`config.mk`:
```
export PLATFORM = sky130hd
export DESIGN_NAME = deque_with_index_and_search_core
export DESIGN_NICKNAME = d
export VERILOG_FILES = /design/src/hw/rtl/dwis_pkg.sv /design/src/hw/rtl/dwis_cell.sv /design/src/hw/rtl/deque_with_index_and_search_core.sv
export SDC_FILE = /design/constraint.sdc
export NUM_CORES = 1
export LEC_CHECK = 0
export ABC_AREA = 1
export BUFFER_PORTS_ARGS = -buffer_cell sky130_fd_sc_hd__buf_2
export CORE_MARGIN = 3
export CORE_UTILIZATION = 45
export CTS_BUF_LIST = sky130_fd_sc_hd__clkbuf_8
export CTS_CLUSTER_DIAMETER = 150
export DETAILED_ROUTE_END_ITERATION = 10
export PLACE_DENSITY_LB_ADDON = 0.1
export SLEW_MARGIN = 25
export SYNTH_ARGS = -nofsm -noshare
export SYNTH_HDL_FRONTEND = slang
export SYNTH_HIERARCHICAL = 1
export SYNTH_SLANG_ARGS = --single-unit
export TNS_END_PERCENT = 20
```
`constraint.sdc`:
```
create_clock -name clk_i -period 7.7 [get_ports clk_i]
set_clock_uncertainty 0.15 [all_clocks]
set_input_delay 0.385 -clock clk_i [delete_from_list [all_inputs] [get_ports clk_i]]
set_output_delay 0.385 -clock clk_i [all_outputs]
set_load 0.02 [all_outputs]
```
`src/hw/rtl/dwis_pkg.sv`:
```
// Package for the deque core: command and status codes, the word types of both channels,
// and the operation code of one storage cell.
// It has no dependencies and is compiled first.
package dwis_pkg;

  localparam int CMD_W    = 3;
  localparam int VALUE_W  = 32;
  localparam int POS_W    = 4;
  localparam int STATUS_W = 3;
  localparam int OCC_W    = 5;

  typedef enum logic [CMD_W-1:0] {
    CMD_PUSH_BACK  = 3'd0,
    CMD_PUSH_FRONT = 3'd1,
    CMD_POP_FRONT  = 3'd2,
    CMD_POP_BACK   = 3'd3,
    CMD_READ       = 3'd4,
    CMD_SEARCH     = 3'd5
  } cmd_e;

  typedef enum logic [STATUS_W-1:0] {
    STATUS_OK        = 3'd0,
    STATUS_FULL      = 3'd1,
    STATUS_EMPTY     = 3'd2,
    STATUS_NOT_FOUND = 3'd3,
    STATUS_RANGE     = 3'd4
  } status_e;

  typedef enum logic [1:0] {
    OP_HOLD       = 2'd0,
    OP_LOAD       = 2'd1,
    OP_FROM_LEFT  = 2'd2,
    OP_FROM_RIGHT = 2'd3
  } cell_op_e;

  typedef struct packed {
    logic [CMD_W-1:0]   cmd;
    logic [VALUE_W-1:0] value;
    logic [POS_W-1:0]   position;
  } in_word_t;

  typedef struct packed {
    status_e            status;
    logic [VALUE_W-1:0] read_value;
    logic [POS_W-1:0]   found_position;
    logic [OCC_W-1:0]   occupancy;
  } out_word_t;

endpackage

```
`src/hw/rtl/dwis_cell.sv`:
```
// One storage cell of the deque chain: holds one word and takes a new one from
// the load input or from either neighbor. Depends on dwis_pkg.
module dwis_cell import dwis_pkg::*; #(
  parameter int WORD_WIDTH = 32
) (
  input  logic                  clk_i,
  input  cell_op_e              op_i,
  input  logic [WORD_WIDTH-1:0] load_i,
  input  logic [WORD_WIDTH-1:0] left_i,
  input  logic [WORD_WIDTH-1:0] right_i,
  output logic [WORD_WIDTH-1:0] data_o
);

  logic [WORD_WIDTH-1:0] data_q;
  logic [WORD_WIDTH-1:0] data_d;

  always_comb begin
    unique case (op_i)
      OP_HOLD:       data_d = data_q;
      OP_LOAD:       data_d = load_i;
      OP_FROM_LEFT:  data_d = left_i;
      OP_FROM_RIGHT: data_d = right_i;
    endcase
  end

  always_ff @(posedge clk_i) begin
    data_q <= data_d;
  end

  assign data_o = data_q;

endmodule

```
`src/hw/rtl/deque_with_index_and_search_core.sv`:
```
// Top level of the bounded double-ended queue with read by position and search.
// Depends on dwis_pkg and dwis_cell.
//
// Usage: one command word enters on in_valid_i/in_ready_o and one result word
// leaves on out_valid_o/out_ready_i for every command. The words are held in a
// row of DEPTH cells with the front word in cell zero. Pushes and pops shift or
// load the cells (a pop at the back only lowers the count) in the cycle the
// command is accepted, and their result is valid in the next cycle. A read in
// range and every search rotate the whole ring once through cell zero, one
// cell per cycle, which restores the order; S_DONE then loads their result
// into the output register once it is free. The rotation sets the throughput
// of these two commands; a read out of range or an unused command code skips it.
// A new command is taken only when no rotation is running and the output
// register is free or being emptied in the same cycle. When the receiver stalls,
// the result stays in the output register and further commands wait.
// Reset empties the queue and drops any pending result; the cell contents are
// not cleared and are never read before they are written.
module deque_with_index_and_search_core import dwis_pkg::*; #(
  parameter int DEPTH      = 16,
  parameter int WORD_WIDTH = 32
) (
  input  logic      clk_i,
  input  logic      rst_ni,
  input  logic      in_valid_i,
  output logic      in_ready_o,
  input  in_word_t  in_word_i,
  output logic      out_valid_o,
  input  logic      out_ready_i,
  output out_word_t out_word_o
);

  localparam int IW = $clog2(DEPTH);
  localparam int CW = $clog2(DEPTH + 1);
  localparam int PW = (CW > POS_W) ? CW : POS_W;

  typedef enum logic [2:0] {
    S_IDLE = 3'b001,
    S_SCAN = 3'b010,
    S_DONE = 3'b100
  } state_e;

  state_e                state_q, state_d;
  logic [CW-1:0]         count_q, count_d;
  logic [IW-1:0]         step_q, step_d;
  logic                  is_search_q, is_search_d;
  logic                  found_q, found_d;
  logic [WORD_WIDTH-1:0] key_q, key_d;
  logic [POS_W-1:0]      pos_q, pos_d;
  logic [IW-1:0]         hit_idx_q, hit_idx_d;
  logic [WORD_WIDTH-1:0] hit_word_q, hit_word_d;
  logic                  out_valid_q, out_valid_d;
  out_word_t             out_q, out_d;

  logic                  in_fire;
  logic                  res_load;
  logic                  load_back;
  logic                  shift_right;
  logic                  shift_left;
  logic                  full;
  logic                  empty;
  logic                  in_range;
  logic                  step_last;
  logic                  step_held;
  logic                  match;
  logic                  out_free;
  logic [WORD_WIDTH-1:0] in_value;
  logic [WORD_WIDTH-1:0] cell_data [DEPTH];
  cell_op_e              cell_op [DEPTH];

  assign in_value  = WORD_WIDTH'(in_word_i.value);
  assign full      = (count_q == CW'(DEPTH));
  assign empty     = (count_q == '0);
  assign in_range  = (PW'(in_word_i.position) < PW'(count_q));
  assign step_last = (step_q == IW'(DEPTH - 1));
  assign step_held = (CW'(step_q) < count_q);
  assign out_free  = !out_valid_q || out_ready_i;
  assign in_ready_o = (state_q == S_IDLE) && out_free;
  assign in_fire    = in_valid_i && in_ready_o;

  assign match = is_search_q ? (!found_q && step_held && (cell_data[0] == key_q))
                             : (PW'(step_q) == PW'(pos_q));

  for (genvar i = 0; i < DEPTH; i++) begin : g_cell
    if (i == 0) begin : g_head
      assign cell_op[i] = shift_right ? OP_LOAD :
                          (load_back && count_q == CW'(i)) ? OP_LOAD :
                          shift_left ? OP_FROM_RIGHT : OP_HOLD;
    end else begin : g_body
      assign cell_op[i] = (load_back && count_q == CW'(i)) ? OP_LOAD :
                          shift_right ? OP_FROM_LEFT :
                          shift_left ? OP_FROM_RIGHT : OP_HOLD;
    end

    dwis_cell #(
      .WORD_WIDTH(WORD_WIDTH)
    ) u_cell (
      .clk_i  (clk_i),
      .op_i   (cell_op[i]),
      .load_i (in_value),
      .left_i (cell_data[(i + DEPTH - 1) % DEPTH]),
      .right_i(cell_data[(i + 1) % DEPTH]),
      .data_o (cell_data[i])
    );
  end

  always_comb begin
    state_d     = state_q;
    count_d     = count_q;
    step_d      = step_q;
    is_search_d = is_search_q;
    found_d     = found_q;
    key_d       = key_q;
    pos_d       = pos_q;
    hit_idx_d   = hit_idx_q;
    hit_word_d  = hit_word_q;
    load_back   = 1'b0;
    shift_right = 1'b0;
    shift_left  = 1'b0;
    res_load    = 1'b0;
    out_d       = out_q;

    out_d.status         = STATUS_OK;
    out_d.read_value     = '0;
    out_d.found_position = '0;

    unique case (state_q)
      S_IDLE: begin
        if (in_fire) begin
          unique case (cmd_e'(in_word_i.cmd))
            CMD_PUSH_BACK: begin
              res_load = 1'b1;
              if (full) begin
                out_d.status = STATUS_FULL;
              end else begin
                load_back = 1'b1;
                count_d   = count_q + 1'b1;
              end
            end
            CMD_PUSH_FRONT: begin
              res_load = 1'b1;
              if (full) begin
                out_d.status = STATUS_FULL;
              end else begin
                shift_right = 1'b1;
                count_d     = count_q + 1'b1;
              end
            end
            CMD_POP_FRONT: begin
              res_load = 1'b1;
              if (empty) begin
                out_d.status = STATUS_EMPTY;
              end else begin
                shift_left = 1'b1;
                count_d    = count_q - 1'b1;
              end
            end
            CMD_POP_BACK: begin
              res_load = 1'b1;
              if (empty) begin
                out_d.status = STATUS_EMPTY;
              end else begin
                count_d = count_q - 1'b1;
              end
            end
            CMD_READ: begin
              if (!in_range) begin
                res_load     = 1'b1;
                out_d.status = STATUS_RANGE;
              end else begin
                state_d     = S_SCAN;
                step_d      = '0;
                is_search_d = 1'b0;
                found_d     = 1'b0;
                pos_d       = in_word_i.position;
              end
            end
            CMD_SEARCH: begin
              state_d     = S_SCAN;
              step_d      = '0;
              is_search_d = 1'b1;
              found_d     = 1'b0;
              key_d       = in_value;
            end
            default: begin
              res_load = 1'b1;
            end
          endcase
        end
      end
      S_SCAN: begin
        shift_left = 1'b1;
        step_d     = step_q + 1'b1;
        if (match) begin
          found_d    = 1'b1;
          hit_idx_d  = step_q;
          hit_word_d = cell_data[0];
        end
        if (step_last) begin
          state_d = S_DONE;
        end
      end
      S_DONE: begin
        if (out_free) begin
          res_load = 1'b1;
          state_d  = S_IDLE;
          if (is_search_q) begin
            if (found_q) begin
              out_d.found_position = POS_W'(hit_idx_q);
            end else begin
              out_d.status = STATUS_NOT_FOUND;
            end
          end else begin
            out_d.read_value = VALUE_W'(hit_word_q);
          end
        end
      end
      default: begin
        state_d = S_IDLE;
      end
    endcase

    out_d.occupancy = OCC_W'(count_d);

    if (res_load) begin
      out_valid_d = 1'b1;
    end else if (out_ready_i) begin
      out_valid_d = 1'b0;
    end else begin
      out_valid_d = out_valid_q;
    end
  end

  always_ff @(posedge clk_i or negedge rst_ni) begin
    if (!rst_ni) begin
      state_q     <= S_IDLE;
      count_q     <= '0;
      out_valid_q <= 1'b0;
    end else begin
      state_q     <= state_d;
      count_q     <= count_d;
      out_valid_q <= out_valid_d;
    end
  end

  always_ff @(posedge clk_i) begin
    step_q      <= step_d;
    is_search_q <= is_search_d;
    found_q     <= found_d;
    key_q       <= key_d;
    pos_q       <= pos_d;
    hit_idx_q   <= hit_idx_d;
    hit_word_q  <= hit_word_d;
    if (res_load) begin
      out_q <= out_d;
    end
  end

  assign out_valid_o = out_valid_q;
  assign out_word_o  = out_q;

  a_count_bound: assert property (@(posedge clk_i) disable iff (!rst_ni)
    count_q <= CW'(DEPTH))
    else $error("Occupancy exceeds the depth.");

  a_ready_idle: assert property (@(posedge clk_i) disable iff (!rst_ni)
    in_ready_o |-> state_q == S_IDLE)
    else $error("Command taken while a rotation is running.");

  a_count_hold: assert property (@(posedge clk_i) disable iff (!rst_ni)
    !in_fire |=> $stable(count_q))
    else $error("Occupancy changed without a command.");

  a_scan_end: assert property (@(posedge clk_i) disable iff (!rst_ni)
    (state_q == S_SCAN && step_last) |=> state_q == S_DONE)
    else $error("Rotation did not end after a full turn.");

  a_done_wait: assert property (@(posedge clk_i) disable iff (!rst_ni)
    (state_q == S_DONE && out_valid_q && !out_ready_i) |=> state_q == S_DONE)
    else $error("Result overwrote a word still waiting at the output.");

endmodule

```
==> flow_metrics.tcl <==
set metrics [dict create \
    tightest_slew_ns 1.067 \
    grt_antenna_before_repair 1 \
    min_period_ns 5.624 \
    start_util 0.4568 \
    syn_area_sq_um 33550 \
    yosysSeqAreaShare 0.5742 \
    status "complete, no violations" \
    max_freq_mhz 177.8 \
    ys.flop_type "edfxtp_1" \
    yosys_warnings 6 \
    critPathLaunch "count_q[0]" \
    vdd_drop_max_mv 0.1554 \
    netlist_top_cells_area "edfxtp_1 (57%), nand3_1 (23%), nand2_1 (7.2%)" \
    synth_area_leader_cell "edfxtp_1" \
    postCtsSetupBuffers 0 \
    r2r_slack_ns 2.08 \
    placed_cell_area_sq_um 33200 \
    synth.distinct_cells 40 \
    leakagePower_nw 13.48 \
    hold_viol_final 0 \
    synth_fp_nets 3479 \
    die_h_microns 279.1 \
    rsz0062_at_grt "false" \
    place_hpwl_microns 86610 \
    cp-end-kind "register" \
    clock_latency_ns 0.73 \
    cts_root_buffer "clkbuf_8" \
    io_pins 89 \
    cts_resized 0 \
    dieArea_sq_um 77870 \
    synthCells 3423 \
    portBuffers 88 \
    ff2ff_path_depth 12 \
    area_growth_pct 5.713 \
    start_kind "register" \
    ys_seq_elements 643 \
    hold_ws_ns 0.1371 \
    r2r_start "count_q[0]" \
    setup_violations 0 \
    gp_congestion 0.9559 \
    clk_pin_slew_ns 0.06 \
    async_reset_ff_frac 0.01400 \
    critical_path_class "reg2reg" \
    yosys-top-cells-count "nand3_1 (1553), nand2_1 (642), edfxtp_1 (634)" \
    yosysMostFrequentCell "nand3_1" \
    final_layout_size_suffix_gt1_frac 0.1028 \
    cts_sinks 643 \
    ctsHtreeMaxLevel 3 \
    cap_violations 0 \
    cts.path.max_buffers 3 \
    syn_avg_cell_area_sq_um 9.802 \
    period_share 0.7304 \
    ant_nets 0 \
    fin_setup_tns_ns 0 \
    dr.pass1.iters 6 \
    whs_path_depth 1 \
    vias_per_cell 6.232 \
    drc 0 \
    setup_ws_ns 2.076 \
    avgRoutedWirePerCell_microns 28.91 \
    finalWirelength_microns 129000 \
    min_to "key_q[14]" \
    grt-ovfl-total 0 \
    drt_first_iter_violations 3794 \
    core_area_sq_um 73450 \
    nets 3466 \
    worstReg2RegEnd "g_cell[1].u_cell/data_o[0]" \
    cts_tree "yes" \
    cts-buffers-inserted 115 \
    holdCritStartpoint "in_word_i[18]" \
    power_density_nw_per_um2 304.2 \
    design_area_sq_um 35470 \
    rows 99 \
    yosysTopAreaCellShare 0.5674 \
    synth_edf_count 634 \
    crit_fanout 65 \
    grt_max_degree 66 \
    die_w_microns 279.1 \
    fin_util 0.4829 \
    worstPathRequired_ns 7.95 \
    cp.arrival_ns 5.87 \
    grt_pass1_vias 25823 \
    slew_violations 0 \
    grt_pass1_wl_microns 182900 \
    vias 27809 \
    hp-class "in2reg" \
    slew_headroom 0.2880 \
    pre_cts_ws_ns 2.241 \
    track_usage 0.3238 \
]
[logic make-up after synthesis]
family	after synthesis	synth area share
AND/OR/NAND/NOR	2284	0.3168
flip-flops	643	0.5742
buffers and inverters	421	0.09155
AO/OA/AOI/OAI	44	0.007980
XOR/XNOR	18	0.004699
adder cells (fa/ha/maj)	13	0.004848
[worst max-delay path by stage]
| stage | to | slack, ns | depth (start not counted) |
|---|---|---|---|
| floorplan | out_word_o[0] | 3.27 | 4 |
| global placement | g_cell[15].u_cell/data_o[3] | 2.34 | 10 |
| CTS | g_cell[15].u_cell/data_o[18] | 2.18 | 10 |
| global route | g_cell[1].u_cell/data_o[14] | 1.71 | 12 |
| detailed placement | g_cell[15].u_cell/data_o[3] | 2.24 | 10 |
| finish | g_cell[1].u_cell/data_o[0] | 2.08 | 12 |
[layer usage]
layer / global-route usage / vias up / wire (microns)
met5: 0 / - / 0
met1: 0.4568 / 13498 / 52630
met2: 0.4768 / 1764 / 55700
met4: 0.1564 / 0 / 6847
met3: 0.06890 / 312 / 13790
li1: - / 12235 / -
[report_power, final]
group / total [mW] / switching [mW] / internal (mW)
sequential: 5.41 / 0.665 / 4.75
clock: 3.05 / 1.50 / 1.54
combinational: 2.33 / 1.76 / 0.567
total: 10.8 / 3.93 / 6.86
[sequential cells by signal (all words and copies together) (netlist names)]
signal and flops:
hit_word_q 32, g_cell.u_cell/data_o 512, found_q 1, is_search_q 1, hit_idx_q 4, step_q 4
state_q 3, out_valid_o 1, pos_q 4, key_q 32, out_word_o 44, count_q 5
[what timing repair did]
action                                  in CTS  in global routing
hold buffers                                13                  0
endpoints found under the hold margin       28                  0
endpoints found under the setup margin       0                  0
[cell type report]
cell class                 instances  area [sq um]
fill                            7017         37990
sequential                       643         19260
multi-input combinational       2359         11350
antenna                            1         2.502
inverter                         141         569.3
clock inverter                    88         455.4
tap                              959          1200
clock buffer                     121          1665
timing repair buffer             150         958.4
[worst max-delay path, cell delays in order (launching register included)]
cell	delay (ns)
dfrtp_1	0.48
inv_1	0.14
ha_1	0.24
nand2_1	0.26
nor2_1	0.11
nor2_2	0.25
a31oi_4	0.37
buf_4	0.37
nand2_2	0.08
buf_4	0.53
clkinv_1	0.96
nand2_1	0.87
buf_4	0.40
[stage by stage]
step                      cells  total power [mW]
after detailed placement   4239             7.730
after floorplan            3423             6.897
after CTS                  4461             10.77
after global placement     4238             7.706
final                      4462             10.79
after global routing       4462             11.22
[placed cells by master, fill, tap and decap left out, types with 4 or more instances in the layout]
| cell type | instances |
|---|---|
| a21oi_1 | 6 |
| buf_2 | 88 |
| buf_4 | 48 |
| clkbuf_8 | 121 |
| clkinv_1 | 34 |
| clkinv_2 | 15 |
| clkinvlp_4 | 6 |
| dfrtp_1 | 8 |
| dlygate4sd3_1 | 13 |
| edfxtp_1 | 634 |
| ha_1 | 13 |
| inv_1 | 143 |
| inv_2 | 12 |
| inv_4 | 14 |
| nand2_1 | 626 |
| nand2_2 | 13 |
| nand2_4 | 5 |
| nand3_1 | 1553 |
| nand3_2 | 4 |
| nor2_1 | 67 |
| o21ai_0 | 10 |
| o21ai_2 | 14 |
| xnor2_1 | 13 |
| xor2_1 | 5 |
No activity file was read; power rests on OpenSTA's default activity.
